$ cat src/sv/lbm_pkg.sv
package lbm_pkg;

  localparam int MaxWidth    = 1024;
  localparam int HeightLimit = 4096;
  localparam int LabelBits   = 16;
  localparam int ColBits     = $clog2(MaxWidth);
  localparam int RowBits     = 13;
  localparam int OutRowBits  = 12;
  localparam int WidthBits   = 11;
  localparam int HeightBits  = 13;
  localparam int ChanBits    = 8;
  localparam int RegionBits  = 16;
  localparam int CfgAddrBits = 3;
  localparam int CfgDataBits = 32;

  // front-to-back queue and result buffer depths
  localparam int QDepth    = 4;
  localparam int QPtrBits  = $clog2(QDepth);
  localparam int QCntBits  = $clog2(QDepth + 1);
  localparam int ODepth    = 4;
  localparam int OPtrBits  = $clog2(ODepth);
  localparam int OCntBits  = $clog2(ODepth + 1);

  localparam logic [ChanBits-1:0] BoundaryRed = 8'd255;

  // register indexes
  localparam logic RegWidth  = 1'b0;
  localparam logic RegHeight = 1'b1;

  typedef logic [ColBits-1:0]     col_t;
  typedef logic [RowBits-1:0]     row_t;
  typedef logic [OutRowBits-1:0]  orow_t;
  typedef logic [LabelBits-1:0]   lab_t;
  typedef logic [3*ChanBits-1:0]  rgb_t;
  typedef logic [ChanBits-1:0]    chan_t;
  typedef logic [WidthBits-1:0]   wreg_t;
  typedef logic [HeightBits-1:0]  hreg_t;
  typedef logic [QPtrBits-1:0]    qptr_t;
  typedef logic [QCntBits-1:0]    qcnt_t;
  typedef logic [OPtrBits-1:0]    optr_t;
  typedef logic [OCntBits-1:0]    ocnt_t;

  // effective frame geometry after clamping
  typedef struct packed {
    col_t w_m1;
    row_t h;
  } geom_t;

  // classified pixel, handed from front to back
  typedef struct packed {
    col_t  col;
    lab_t  lab;
    rgb_t  colour;
    logic  has_res;
    logic  top;
    logic  bottom;
    logic  left;
    logic  right;
    logic  frame_end;
    orow_t er;
    col_t  ec;
  } item_t;

  typedef struct packed {
    chan_t blue;
    chan_t green;
    chan_t red;
    logic  boundary;
    orow_t row;
    col_t  col;
    logic  frame_end;
  } result_t;

  typedef struct packed {
    logic  full;
    qcnt_t cnt;
  } qstat_t;

  typedef struct packed {
    ocnt_t ocnt;
    logic  r_valid;
  } bstat_t;

endpackage

$ cat src/sv/lbm_queue.sv
module lbm_queue (
  input  logic            clk,
  input  logic            rst_n,
  input  logic            push,
  input  lbm_pkg::item_t  push_item,
  input  logic            pop,
  output logic            head_valid,
  output lbm_pkg::item_t  head_item,
  output lbm_pkg::qstat_t qstat
);

  lbm_pkg::item_t q_r [lbm_pkg::QDepth];
  lbm_pkg::qptr_t wptr_r, rptr_r;
  lbm_pkg::qcnt_t cnt_r;

  assign head_valid = (cnt_r != '0);
  assign head_item  = q_r[rptr_r];
  assign qstat.full = (cnt_r == lbm_pkg::qcnt_t'(lbm_pkg::QDepth));
  assign qstat.cnt  = cnt_r;

  always_ff @(posedge clk) begin
    if (push) begin
      q_r[wptr_r] <= push_item;
    end
  end

  always_ff @(posedge clk) begin
    if (!rst_n) begin
      wptr_r <= '0;
      rptr_r <= '0;
      cnt_r  <= '0;
    end else begin
      if (push) begin
        wptr_r <= wptr_r + lbm_pkg::qptr_t'(1);
      end
      if (pop) begin
        rptr_r <= rptr_r + lbm_pkg::qptr_t'(1);
      end
      if (push && !pop) begin
        cnt_r <= cnt_r + lbm_pkg::qcnt_t'(1);
      end else if (pop && !push) begin
        cnt_r <= cnt_r - lbm_pkg::qcnt_t'(1);
      end
    end
  end

endmodule

$ cat config.mk
export PLATFORM = sky130hd
export DESIGN_NAME = lbm_queue
export DESIGN_NICKNAME = d
export VERILOG_FILES = /design/src/sv/lbm_pkg.sv /design/src/sv/lbm_queue.sv
export SDC_FILE = /design/constraint.sdc
export NUM_CORES = 1
export LEC_CHECK = 0
export ABC_CLOCK_PERIOD_IN_PS = 3600
export BUFFER_PORTS_ARGS = -buffer_cell sky130_fd_sc_hd__clkbuf_2
export CAP_MARGIN = 10
export CORE_MARGIN = 4
export CORE_UTILIZATION = 52
export CTS_CLUSTER_SIZE = 25
export DETAILED_ROUTE_END_ITERATION = 6
export MAX_ROUTING_LAYER = met4
export PLACE_DENSITY = 0.73
export SLEW_MARGIN = 20
export SYNTH_ARGS = -nofsm -noshare
export SYNTH_HDL_FRONTEND = slang
export SYNTH_SLANG_ARGS = --single-unit
$ cat constraint.sdc
create_clock -name clk -period 3.6 [get_ports clk]
set_input_delay 0.18 -clock clk [delete_from_list [all_inputs] [get_ports clk]]
set_output_delay 0.18 -clock clk [all_outputs]
set_load 0.05 [all_outputs]
==> summary.md <==
| Metric | Value |
|---|---|
| Average wire per standard cell | `21.4 µm` |
| Share of cells above drive strength 1 | `0.415` |
| Clock Sinks | `about 320` |
| Hold depth | `3` |
| Pwr/cell area | `between 600 and 700 mW/mm²` |
| GPL Wtd Cong | `between 0.6 and 0.7` |
| Setup TNS | `0 ns` |
| Num CTS Buffers | `34` |
| Detailed Routing Iterations Pass 1 | `4` |
| Synth warn | `0` |
| Gate Count Post-Synth | `451` |
| # diodes | `0` |
| Initial antenna violation count | `0` |
| Hold_buf cts | `79` |
| Final hold violations | `0` |
| Vias per cell | `~5.5` |
| Status | `finished clean` |
| Seq/Total Area, Yosys | `0.815` |
| Max-capacitance violation count | `0` |
| Multi-input combinational cell area | `between 0.002 and 0.0025 mm²` |
| Crit. path cell count | `3` |
| Remaining DRCs | `0` |
| IO Port Bufs | `around 160` |
| Die extent in x | `158 µm` |
| CP Class | `register to output port` |
| First-pass GRT wire length | `33.9 mm` |
| WL final | `~22 mm` |
| Post-Syn Area | `0.0117 mm²` |
| Peak VDD IR | `between 0.0004 and 0.0005 V` |
| Rel. slew slack | `0.548` |
| Critical path, cell by cell | `buf_4 -> mux4_2 -> clkbuf_2` |
| Die height | `roughly 160 µm` |
| Clk Latency, worst-skew pair | `around 0.5 ns` |
| Crit path DAT | `2.55 ns` |
| Crit share post-route | `0.758` |
| I/O pin cnt | `between 150 and 200` |
| Reg2reg start | `wptr_r[0]` |
| Yosys cell types | `21` |
| DIE AREA | `between 0.02 and 0.03 mm²` |
| CTS H-tree depth | `2` |
| Post_cts resized | `0` |
| Worst-case clock buffer depth | `3` |
| Worst slew pin tran | `just under 0.7 ns` |
| Hold/Removal Path Class | `primary input to register` |
| Buf/Inv on CP | `2` |
| Synth top area cells | `edfxtp_1 80%, mux4_2 15%, dfxtp_1 1.5%` |
| Top Family by Delay on Critical Path | `flip-flops` |
| Syn_area_per_cell | `about 26 µm²` |
| Largest net degree at the start of global routing | `45` |
| Peak Freq | `367 MHz` |
| Crit end category | `output port` |
| Setup crit start kind | `register` |
| Initial core utilization | `0.532` |
| Reg clk slew, reported paths | `about 0.060 ns` |
| R2r setup slk | `~1.7 ns` |
| Core box area | `about 0.022 mm²` |
| Worst endpoint required time | `about 3.4 ns` |
| Mapped Nets | `roughly 540` |
| Area Growth Syn to Fin | `26.4%` |
| Most frequent cells in the layout | `312 x edfxtp_1, 164 x clkbuf_2, 79 x dlygate4sd3_1, 78 x mux4_2, 37 x clkbuf_16` |
| Min-Delay Startpoint | `pop` |
| Synth top area share | `0.799` |
| HPWL Detailed | `12.9 mm` |
| Non-filler instance count after layout | `1029` |
| Total track usage | `0.184` |
| 1st-iter DRT viols | `between 400 and 500` |
| Largest area contributor in the netlist | `edfxtp_1` |
| CP max stage cell | `dfxtp_4` |
| Leakage | `5.15 nW` |
| Skew final | `0.00758 ns` |
| #FFs+latches synth | `about 320` |
| Worst reg2reg path depth | `4` |
| Sequential cell area | `~0.0096 mm²` |
| Total Nets Final | `a little over 800` |
| Post-DRT Antenna Nets | `0` |
| # setup viols final | `0` |
| Rows | `54` |
| Pins over their slew limit | `0` |
| Placed cells | `around 900` |
| Grt ovf | `0` |
| Critical path peak fanout | `31` |
| Postcts setup bufs | `0` |
| Min Tclk post-route | `between 2 and 3 ns` |
| Crit-path max cell delay | `a little under 0.8 ns` |
| Worst hold slack | `roughly 0.075 ns` |
| Fill count | `about 1400` |
| Vias in the first global route | `between 6000 and 7000` |
| Reg2reg end | `q_r[2][25]` |
| Root Driver | `clkbuf_16` |
| TritonCTS clock tree | `built` |
| Vias | `approximately 5600` |
| RSZ-0062 raised after global routing | `false` |
| Most common cell after layout, fill and taps aside | `edfxtp_1` |
==> tightest hold or removal path, cell delays in order <==
cell and delay (ns):
clkbuf_2 0.12, xor2_1 0.08, and2_1 0.15
==> kinds of logic after synthesis <==
family,count (synthesis),synth area share
AO/OA/AOI/OAI,2,0.00107
buffers and inverters,22,0.0139
AND/OR/NAND/NOR,15,0.00790
multiplexers,80,0.152
XOR/XNOR,5,0.00374
flip-flops,321,0.815
adder cells (fa/ha/maj),6,0.00705
==> metrics by stage <==
stage                     setup WS (ns)  instance area (µm²)  utilization  total power, mW
after floorplan                   0.796                11700            -             5.36
after global placement             1.30                12800        0.583             5.64
after detailed placement           1.30                12900        0.585             5.68
after CTS                         0.753                14800        0.672             9.22
after global routing              0.639                14800        0.672             9.49
final                             0.872                14800        0.672             9.13
==> worst max path at each step <==
stage	slack, ns	to	start
2_1_floorplan	0.80	q_r[0][0]	wptr_r[0]
3_3_place_gp	1.30	head_item[25]	register
3_5_place_dp	1.30	head_item[42]	register
4_1_cts	0.75	head_item[42]	register
5_1_grt	0.64	head_item[42]	register
6_report	0.87	head_item[42]	register
==> report_power, final <==
group | internal, mW | switching [mW]
logic | 0.417 | 0.867
clock network | 2.15 | 1.32
registers | 4.29 | 0.0828
total | 6.86 | 2.27
==> per-layer routing <==
layer  GRT usage  share of wire
met1       0.239           0.41
met2       0.304           0.51
met3      0.0399          0.057
met4      0.0431          0.016
met5           -              0
==> flip-flops by register name (all words and copies together), names as in the netlist, named ones only <==
name and cells:
q_r 312, cnt_r 3, rptr_r 2, wptr_r 2
==> layout make-up <==
cell class	count	area share
Tap cell	280	0.0237
Sequential cell	321	0.645
Inverter	4	0.00101
Clock inverter	22	0.0139
Timing Repair Buffer	254	0.117
Multi-Input combinational cell	108	0.136
Clock buffer	40	0.0633
==> synthesized netlist by cell type <==
master,instances
xnor2_1,2
nor3b_1,1
buf_4,5
a21boi_0,1
and2_1,9
ha_1,5
clkbuf_1,5
mux4_2,78
buf_12,3
dfxtp_1,9
o21ai_0,1
nor2b_1,2
or3_1,2
fa_1,1
mux2i_1,2
buf_6,1
nand2_1,1
edfxtp_1,312
buf_2,4
xor2_1,3
inv_1,4
(Power assumes the default switching activity.)
