### src/sv/lbm_pkg.sv
package lbm_pkg;

  localparam int MaxWidth    = 1024;
  localparam int HeightLimit = 4096;
  localparam int LabelBits   = 16;
  localparam int ColBits     = $clog2(MaxWidth);
  localparam int RowBits     = 13;
  localparam int OutRowBits  = 12;
  localparam int WidthBits   = 11;
  localparam int HeightBits  = 13;
  localparam int ChanBits    = 8;
  localparam int RegionBits  = 16;
  localparam int CfgAddrBits = 3;
  localparam int CfgDataBits = 32;

  // front-to-back queue and result buffer depths
  localparam int QDepth    = 4;
  localparam int QPtrBits  = $clog2(QDepth);
  localparam int QCntBits  = $clog2(QDepth + 1);
  localparam int ODepth    = 4;
  localparam int OPtrBits  = $clog2(ODepth);
  localparam int OCntBits  = $clog2(ODepth + 1);

  localparam logic [ChanBits-1:0] BoundaryRed = 8'd255;

  // register indexes
  localparam logic RegWidth  = 1'b0;
  localparam logic RegHeight = 1'b1;

  typedef logic [ColBits-1:0]     col_t;
  typedef logic [RowBits-1:0]     row_t;
  typedef logic [OutRowBits-1:0]  orow_t;
  typedef logic [LabelBits-1:0]   lab_t;
  typedef logic [3*ChanBits-1:0]  rgb_t;
  typedef logic [ChanBits-1:0]    chan_t;
  typedef logic [WidthBits-1:0]   wreg_t;
  typedef logic [HeightBits-1:0]  hreg_t;
  typedef logic [QPtrBits-1:0]    qptr_t;
  typedef logic [QCntBits-1:0]    qcnt_t;
  typedef logic [OPtrBits-1:0]    optr_t;
  typedef logic [OCntBits-1:0]    ocnt_t;

  // effective frame geometry after clamping
  typedef struct packed {
    col_t w_m1;
    row_t h;
  } geom_t;

  // classified pixel, handed from front to back
  typedef struct packed {
    col_t  col;
    lab_t  lab;
    rgb_t  colour;
    logic  has_res;
    logic  top;
    logic  bottom;
    logic  left;
    logic  right;
    logic  frame_end;
    orow_t er;
    col_t  ec;
  } item_t;

  typedef struct packed {
    chan_t blue;
    chan_t green;
    chan_t red;
    logic  boundary;
    orow_t row;
    col_t  col;
    logic  frame_end;
  } result_t;

  typedef struct packed {
    logic  full;
    qcnt_t cnt;
  } qstat_t;

  typedef struct packed {
    ocnt_t ocnt;
    logic  r_valid;
  } bstat_t;

endpackage

### src/sv/lbm_front.sv
module lbm_front (
  input  logic                             clk,
  input  logic                             rst_n,
  input  logic                             restart,
  input  lbm_pkg::geom_t                   geom,
  input  logic                             in_valid,
  output logic                             in_ready,
  input  logic [lbm_pkg::ChanBits-1:0]     in_blue,
  input  logic [lbm_pkg::ChanBits-1:0]     in_green,
  input  logic [lbm_pkg::ChanBits-1:0]     in_red,
  input  logic [lbm_pkg::RegionBits-1:0]   in_region_label,
  input  logic                             in_flush,
  input  lbm_pkg::qstat_t                  qstat,
  output logic                             push,
  output lbm_pkg::item_t                   push_item
);

  lbm_pkg::row_t row_r, row_nxt, row, h_p1, er, bot_row;
  lbm_pkg::col_t col_r, col_nxt, col;
  logic          flush_go, restart_row, proc, col_nz, last_col;

  assign in_ready = !qstat.full;
  assign push     = in_valid && in_ready && proc;

  always_comb begin
    h_p1        = geom.h + lbm_pkg::row_t'(1);
    // a flush counts only while the drain of the finished frame is open
    flush_go    = (row_r == geom.h) || ((row_r == h_p1) && (col_r == '0));
    restart_row = !in_flush && (row_r >= geom.h);
    row         = restart_row ? '0 : row_r;
    col         = restart_row ? '0 : col_r;
    proc        = !in_flush || flush_go;
    col_nz      = (col != '0);
    er          = row - (col_nz ? lbm_pkg::row_t'(1) : lbm_pkg::row_t'(2));
    bot_row     = col_nz ? row : row - lbm_pkg::row_t'(1);

    push_item.col       = col;
    push_item.lab       = in_flush ? '0 : in_region_label[lbm_pkg::LabelBits-1:0];
    push_item.colour    = in_flush ? '0 : {in_red, in_green, in_blue};
    push_item.has_res   = col_nz ? (row >= lbm_pkg::row_t'(1)) : (row >= lbm_pkg::row_t'(2));
    push_item.top       = (er != '0);
    push_item.bottom    = (bot_row < geom.h);
    push_item.left      = col_nz ? (col >= lbm_pkg::col_t'(2)) : (geom.w_m1 != '0);
    push_item.right     = col_nz;
    push_item.frame_end = !col_nz && (row == h_p1);
    push_item.er        = er[lbm_pkg::OutRowBits-1:0];
    push_item.ec        = col_nz ? col - lbm_pkg::col_t'(1) : geom.w_m1;

    last_col = (col == geom.w_m1);
    col_nxt  = last_col ? '0 : col + lbm_pkg::col_t'(1);
    row_nxt  = last_col ? row + lbm_pkg::row_t'(1) : row;
  end

  always_ff @(posedge clk) begin
    if (!rst_n) begin
      row_r <= '0;
      col_r <= '0;
    end else if (restart) begin
      row_r <= '0;
      col_r <= '0;
    end else if (push) begin
      row_r <= row_nxt;
      col_r <= col_nxt;
    end
  end

endmodule

### config.mk
export PLATFORM = sky130hd
export DESIGN_NAME = lbm_front
export DESIGN_NICKNAME = d
export VERILOG_FILES = /design/src/sv/lbm_pkg.sv /design/src/sv/lbm_front.sv
export SDC_FILE = /design/constraint.sdc
export NUM_CORES = 1
export LEC_CHECK = 0
export ABC_AREA = 1
export BUFFER_PORTS_ARGS = -buffer_cell sky130_fd_sc_hd__buf_2
export CELL_PAD_IN_SITES_DETAIL_PLACEMENT = 0
export CELL_PAD_IN_SITES_GLOBAL_PLACEMENT = 1
export CORE_MARGIN = 2
export CORE_UTILIZATION = 34
export DETAILED_ROUTE_END_ITERATION = 16
export GPL_TIMING_DRIVEN = 0
export PLACE_DENSITY_LB_ADDON = 0.1
export SYNTH_ARGS = -nofsm -noshare
export SYNTH_HDL_FRONTEND = slang
export SYNTH_SLANG_ARGS = --single-unit
export TNS_END_PERCENT = 1
### constraint.sdc
create_clock -name clk -period 6.3 [get_ports clk]
set_input_delay 1.26 -clock clk [delete_from_list [all_inputs] [get_ports clk]]
set_output_delay 1.26 -clock clk [all_outputs]
set_load 0.01 [all_outputs]
==> results of run 1 <==
==> kinds of logic after synthesis <==
group | share of synthesized area (%)
AND/OR/NAND/NOR | 47.57
buffers and inverters | 16.63
AO/OA/AOI/OAI | 7.114
XOR/XNOR | 7.714
adder cells (fa/ha/maj) | 10.46
flip-flops | 10.51
==> power groups by stage <==
stage | Sequential (mW) | Combinational (mW) | Clock, mW
after CTS | 0.146 | 0.174 | 0.147
after global routing | 0.146 | 0.204 | 0.155
after global placement | 0.149 | 0.173 | 0
after detailed placement | 0.149 | 0.172 | 0
after floorplan | 0.149 | 0.102 | 0
final | 0.146 | 0.180 | 0.145
==> routing by layer <==
| layer | GRT usage [%] | vias up | wire [um] |
|---|---|---|---|
| li1 | - | 2836 | - |
| met1 | 25.96 | 2286 | 6800 |
| met2 | 39.18 | 136 | 7303 |
| met3 | 2.713 | 13 | 694 |
| met4 | 3.840 | 0 | 178 |
| met5 | 0 | - | 0 |
==> stage by stage <==
stage                     util [%]  setup TNS (ns)  cell area [um^2]  hold slack [ns]
after floorplan                  -               0              4379           0.4719
after global placement       42.24          -2.146              5330           0.4951
after detailed placement     42.24          -2.041              5330           0.4980
after CTS                    43.17               0              5448           0.5095
after global routing         45.30       -0.006853              5717           0.5564
final                        45.30               0              5717           0.5199
==> registers in the layout (all words and copies together) (netlist names) <==
| register | count |
|---|---|
| col_r | 10 |
| row_r | 13 |
==> layout make-up <==
type	instances	area (um^2)	share of cell area (%)
Timing Repair Buffer	156	823.3	14.40
Sequential cell	23	460.4	8.054
Inverter	161	604.3	10.57
Clock buffer	3	75.07	1.313
Tap cell	172	215.2	3.764
Multi-Input combinational cell	612	3390	59.29
Clock inverter	1	5.005	0.08755
Buffer	20	143.9	2.517
==> cells in the mapped netlist <==
| master | instances | area (um^2) |
|---|---|---|
| a21oi_1 | 26 | 130.1 |
| buf_4 | 1 | 7.510 |
| dfxtp_1 | 23 | 460.4 |
| nor3_1 | 9 | 45.04 |
| xnor2_1 | 3 | 26.28 |
| nor3_4 | 1 | 16.27 |
| nor3_2 | 1 | 10.01 |
| o21ai_0 | 23 | 115.1 |
| nand3b_1 | 4 | 30.03 |
| nand3_2 | 2 | 20.02 |
| o21a_1 | 1 | 7.510 |
| fa_1 | 1 | 20.02 |
| inv_1 | 155 | 581.8 |
| a221oi_1 | 2 | 17.52 |
| nand3_1 | 63 | 315.3 |
| xnor3_1 | 1 | 22.52 |
| clkbuf_1 | 8 | 30.03 |
| nor4_1 | 4 | 25.02 |
| clkinv_1 | 2 | 7.510 |
| inv_2 | 4 | 15.01 |
| ha_1 | 35 | 437.9 |
| nand2_1 | 235 | 882.1 |
| nor2_4 | 3 | 33.78 |
| nand2_2 | 10 | 62.56 |
| o21bai_1 | 1 | 7.510 |
| nand4_1 | 25 | 156.4 |
| nor2_1 | 115 | 431.7 |
| o21ai_1 | 5 | 25.02 |
| buf_2 | 6 | 30.03 |
| nor2_2 | 5 | 31.28 |
| xor2_1 | 33 | 289.0 |
| buf_6 | 5 | 56.30 |
| nand2_4 | 1 | 11.26 |
| a311oi_1 | 1 | 8.760 |
| or2_2 | 2 | 12.51 |
==> critical path: cells and delay by family <==
kind                     cells  cell delay, ns
AO/OA/AOI/OAI                5            0.76
adder cells (fa/ha/maj)      3            0.82
buffers and inverters        7            0.88
AND/OR/NAND/NOR             10            1.06
==> repair_timing <==
item,4_1_cts,5_1_grt
resized for setup,12,42
gates cloned,0,1
hold endpoints to repair,0,0
buffers inserted,0,8
pin swaps,0,11
endpoints found under the setup margin,10,7
==> worst max path at each step <==
| stage | from | endpoint | slack [ns] |
|---|---|---|---|
| final | geom[12] | push_item[25] | 0.21 |
| after global routing | geom[12] | push_item[26] | -0.006 |
| after CTS | geom[10] | push_item[26] | 0.03 |
| after detailed placement | geom[10] | push_item[26] | -0.53 |
| after global placement | geom[10] | push_item[26] | -0.56 |
| after floorplan | geom[12] | push_item[26] | 0.30 |
==> impl_metrics.py, run 1 <==
metrics = {
    "critical_path": {
        "crit_path_start_kind": "input pin",
        "arrival_ns": 4.83,
        "r2r_end": "row_r[12]",
        "r2r.worst_path.cells": 19,
        "crit_type": "input pin to primary output",
        "r2r_setup_slack_ns": 2.73,
        "cpPeakStageDelay_ns": 0.34,
        "critical_path.slowest_cell": "ha_1",
        "crit_fanout": 10,
        "cp.required_ns": 5.04,
        "reg2reg_from": "row_r[11]",
        "end_kind": "primary output",
    },
    "synth": {
        "netlist_instances": 816,
        "yosysWarnings": 0,
        "yosysSeqAreaShare_pct": 10.51,
        "ys_ff_latch": 23,
        "syn_nets": 924,
        "syn_avg_cell_area_um2": 5.367,
        "yosysUniqueCellTypes": 35,
        "syn_area_um2": 4379,
    },
    "cells_and_area": {
        "drive_above_1_share_pct": 24.28,
        "final_common_cell": "nand2_1",
        "stdcell_count": 1148,
        "num-fill-cells": 1481,
        "area_delta_synth_final_pct": 30.54,
        "diodes": 0,
        "num-nets-final": 1085,
        "final_cell_mix": "224 x nand2_1, 152 x buf_2, 144 x inv_1, 111 x nor2_1, 63 x nand3_1",
    },
    "route": {
        "routedWlPerCell_um": 13.05,
        "detailroute.via_count": 5271,
        "wirelength_mm": 14.98,
        "viasPerCell": 4.591,
        "drt-pass1-iter-count": 5,
        "drt_iter0_drc": 247,
        "route.antenna.remaining_nets": 0,
        "remaining_drc_errors": 0,
    },
    "power": {
        "p_leak_nw": 3.458,
        "share_seq_of_total_power_pct": 31.0,
        "p_switching_mw": 0.1657,
        "p_sw_share_pct": 35.18,
        "clockPowerShare_pct": 30.7,
        "pwr-share-comb_pct": 38.3,
        "intPower_mw": 0.3053,
        "power_mw": 0.4710,
        "ir_drop_uv": 77.91,
        "power.density_nw_per_um2": 82.39,
    },
    "sta": {
        "max_freq_mhz": 164.2,
        "relSlewSlack_pct": 64.58,
        "tightest_slew_ns": 0.5314,
        "fin_crit_ns": 6.090,
        "finalClockSkew_ns": 0.002245,
        "finalHoldViolations": 0,
        "slew_viol_final": 0,
        "setup_slack_ns": 0.2098,
        "fin_crit_sh_pct": 96.67,
        "setup_viol": 0,
    },
    "clocking": {
        "numCtsBuffers": 3,
        "clk_latency_ns": 0.26,
        "holdBufCountCts": 0,
        "cts-root-buf": "clkbuf_16",
        "clkTransAtPathRegs_ns": 0.06,
        "cts_buffer_depth": 2,
        "cts_tree": "done",
        "clock-sinks": 23,
        "htree_levels": 1,
    },
    "global_route": {
        "antenna_found_initial": 0,
        "grt_pass1_vias": 4984,
        "grt_pass1_wl_mm": 24.07,
        "grt_max_degree": 14,
        "gr-usage-all-layers_pct": 21.03,
        "overflow": 0,
    },
    "place": {
        "globalplace.congestion": 0.9069,
        "pre_cts_ws_ns": -0.5266,
        "dpl.hpwl_mm": 12.53,
        "dp.cells": 1135,
        "io_buffers": 147,
    },
    "worst_hold_path": {
        "holdPathEnd": "col_r[4]",
        "hp-class": "flip-flop to flip-flop",
        "holdPathStages": 2,
        "worstHoldStart": "col_r[4]",
    },
    "die": {
        "fp-row-count": 41,
        "fp.coreArea_um2": 12620,
        "die_x_um": 117.5,
        "ios": 152,
        "die_y_um": 117.5,
        "start_util_pct": 34.70,
        "die_area_um2": 13800,
    },
    "flow_run": {
        "maxCapViolCount": 0,
    },
    "outcome": {
        "status": "complete, no violations",
    },
}
(Power assumes the default switching activity.)
==> run 2: changes to the inputs <==
Settings changed: PLACE_DENSITY set to 0.95, PLACE_DENSITY_LB_ADDON 0.1 to unset.
Clock period 6.3 ns to 5.7 ns, I/O delays scaled along.
==> run 2 against run 1 <==
  * Final area increased by 10%
  * Sequential share of layout area decreased by 0.73 points
  * Die area unchanged
  * Largest cell class unchanged
  * First-iteration DRC count increased by 52%
  * Total power increased by 15%
  * Worst hold slack improved by 0.012 ns
  * Utilization increased by 4.5 points
  * Critical path depth increased by 2
  * Flip-flop and latch count unchanged
  * Highest routed layer unchanged
  * Register-to-register slack got worse by 0.56 ns
==> impl_metrics.py, run 2 (synthesized netlist as in run 1, its figures left out) <==
metrics = {
    "critical_path": {
        "crit_path_start_kind": "input pin",
        "r2r_end": "row_r[12]",
        "reg2reg_from": "row_r[2]",
        "r2r_setup_slack_ns": 2.17,
        "end_kind": "primary output",
        "crit_fanout": 5,
        "cpPeakStageDelay_ns": 0.26,
        "cp.required_ns": 4.56,
        "cpMostUsedCell": "buf_4",
        "critical_path.slowest_cell": "ha_4",
        "crit_type": "input pin to primary output",
        "arrival_ns": 4.52,
        "r2r.worst_path.cells": 21,
    },
    "power": {
        "ir_drop_uv": 138.9,
        "power.density_nw_per_um2": 86.42,
        "p_leak_nw": 3.677,
        "power_mw": 0.5435,
    },
    "cells_and_area": {
        "largest_reg_flops": 13,
        "final_common_cell": "nand2_1",
        "drive_above_1_share_pct": 30.97,
        "multi_input_area_um2": 3601,
        "area_delta_synth_final_pct": 43.60,
        "stdcell_count": 1186,
        "num-fill-cells": 1349,
        "largest_register": "row_r",
        "diodes": 0,
        "regArea_um2": 460.4,
        "top_regs": "row_r: 13 flops, col_r: 10 flops",
        "final_cell_mix": "217 x nand2_1, 144 x buf_2, 129 x inv_1, 105 x nor2_1, 62 x nand3_1",
        "num-nets-final": 1123,
    },
    "sta": {
        "relSlewSlack_pct": 67.73,
        "fin_crit_sh_pct": 99.24,
        "rsz0062_at_grt": "yes",
        "finalClockSkew_ns": 0.007207,
        "setup_viol": 0,
        "tightest_slew_ns": 0.4841,
        "slew_viol_final": 0,
        "setup_slack_ns": 0.04331,
        "finalHoldViolations": 0,
        "fin_crit_ns": 5.657,
        "max_freq_mhz": 176.8,
        "fin_setup_tns_ns": 0,
    },
    "die": {
        "start_util_pct": 34.70,
        "ios": 152,
        "die_y_um": 117.5,
        "die_area_um2": 13800,
        "die_x_um": 117.5,
        "fp.coreArea_um2": 12620,
        "fp-row-count": 41,
    },
    "route": {
        "viasPerCell": 4.931,
        "route.antenna.remaining_nets": 0,
        "drt-pass1-iter-count": 5,
        "routedWlPerCell_um": 13.50,
        "wirelength_mm": 16.01,
        "remaining_drc_errors": 0,
        "drt_iter0_drc": 376,
        "detailroute.via_count": 5848,
    },
    "global_route": {
        "grt_max_degree": 15,
        "grt_pass1_wl_mm": 25.03,
        "grt_pass1_vias": 5492,
        "gr-usage-all-layers_pct": 21.62,
        "overflow": 0,
        "antenna_found_initial": 0,
    },
    "worst_hold_path": {
        "worstHoldStart": "col_r[4]",
        "hp-class": "flip-flop to flip-flop",
        "holdPathStages": 2,
        "holdPathEnd": "col_r[4]",
    },
    "flow_run": {
        "maxCapViolCount": 0,
    },
    "clocking": {
        "clock-sinks": 23,
        "clk_latency_ns": 0.27,
        "cts-root-buf": "clkbuf_16",
        "cts_tree": "done",
        "cts_buffer_depth": 2,
        "numCtsBuffers": 3,
        "htree_levels": 1,
        "clkTransAtPathRegs_ns": 0.07,
    },
    "place": {
        "globalplace.congestion": 0.9422,
        "pre_cts_ws_ns": -0.7041,
        "dpl.hpwl_mm": 12.19,
        "dp.cells": 1135,
        "io_buffers": 147,
    },
    "outcome": {
        "status": "complete, no violations",
    },
}
[run 2: how the worst max path moves through the flow]
stage,from,endpoint,slack (ns),depth (start not counted)
final,geom[3],push_item[24],0.04,27
after global routing,geom[8],push_item[26],-0.15,30
after global placement,geom[11],push_item[26],-0.66,29
after CTS,geom[2],push_item[25],0.002,28
after floorplan,geom[12],push_item[26],0.10,28
after detailed placement,geom[10],push_item[26],-0.70,29
[run 2: report_power, final]
part / switching, mW / internal (mW) / total, mW
clock network: 0.0664 / 0.0954 / 0.162
registers: 0.000754 / 0.161 / 0.162
logic: 0.127 / 0.0935 / 0.220
[run 2: cell type report]
type / count / area share [%]
sequential: 23 / 7.322
multi-input combinational: 612 / 57.26
tap: 172 / 3.422
timing repair buffer: 194 / 18.17
inverter: 161 / 9.928
clock inverter: 1 / 0.1194
clock buffer: 3 / 1.194
buffer: 20 / 2.587
[run 2: repair_timing]
item	in CTS	in global routing
hold buffers	0	0
gates cloned	1	0
pin swaps	19	39
resized for setup	58	79
setup buffers	24	24
endpoints found under the setup margin	12	9
[run 2: worst max-delay path: cells and delay by family]
family / cells / cell delay, ns
buffers and inverters: 15 / 1.92
AND/OR/NAND/NOR: 10 / 1.12
AO/OA/AOI/OAI: 1 / 0.07
adder cells (fa/ha/maj): 1 / 0.26
[run 2: per-stage QoR]
| step | cell area (um^2) | hold slack [ns] | utilization, % |
|---|---|---|---|
| after floorplan | 4380 | 0.4719 | - |
| after global placement | 5331 | 0.4961 | 42.25 |
| final | 6289 | 0.5319 | 49.83 |
| after CTS | 5838 | 0.5158 | 46.26 |
| after global routing | 6289 | 0.5503 | 49.83 |
| after detailed placement | 5331 | 0.5016 | 42.25 |
[run 2: routing by layer]
layer	track usage [%]	routed length, um
met3	3.052	904
met1	27.06	6968
met2	38.12	7794
met4	7.078	340
met5	0	0
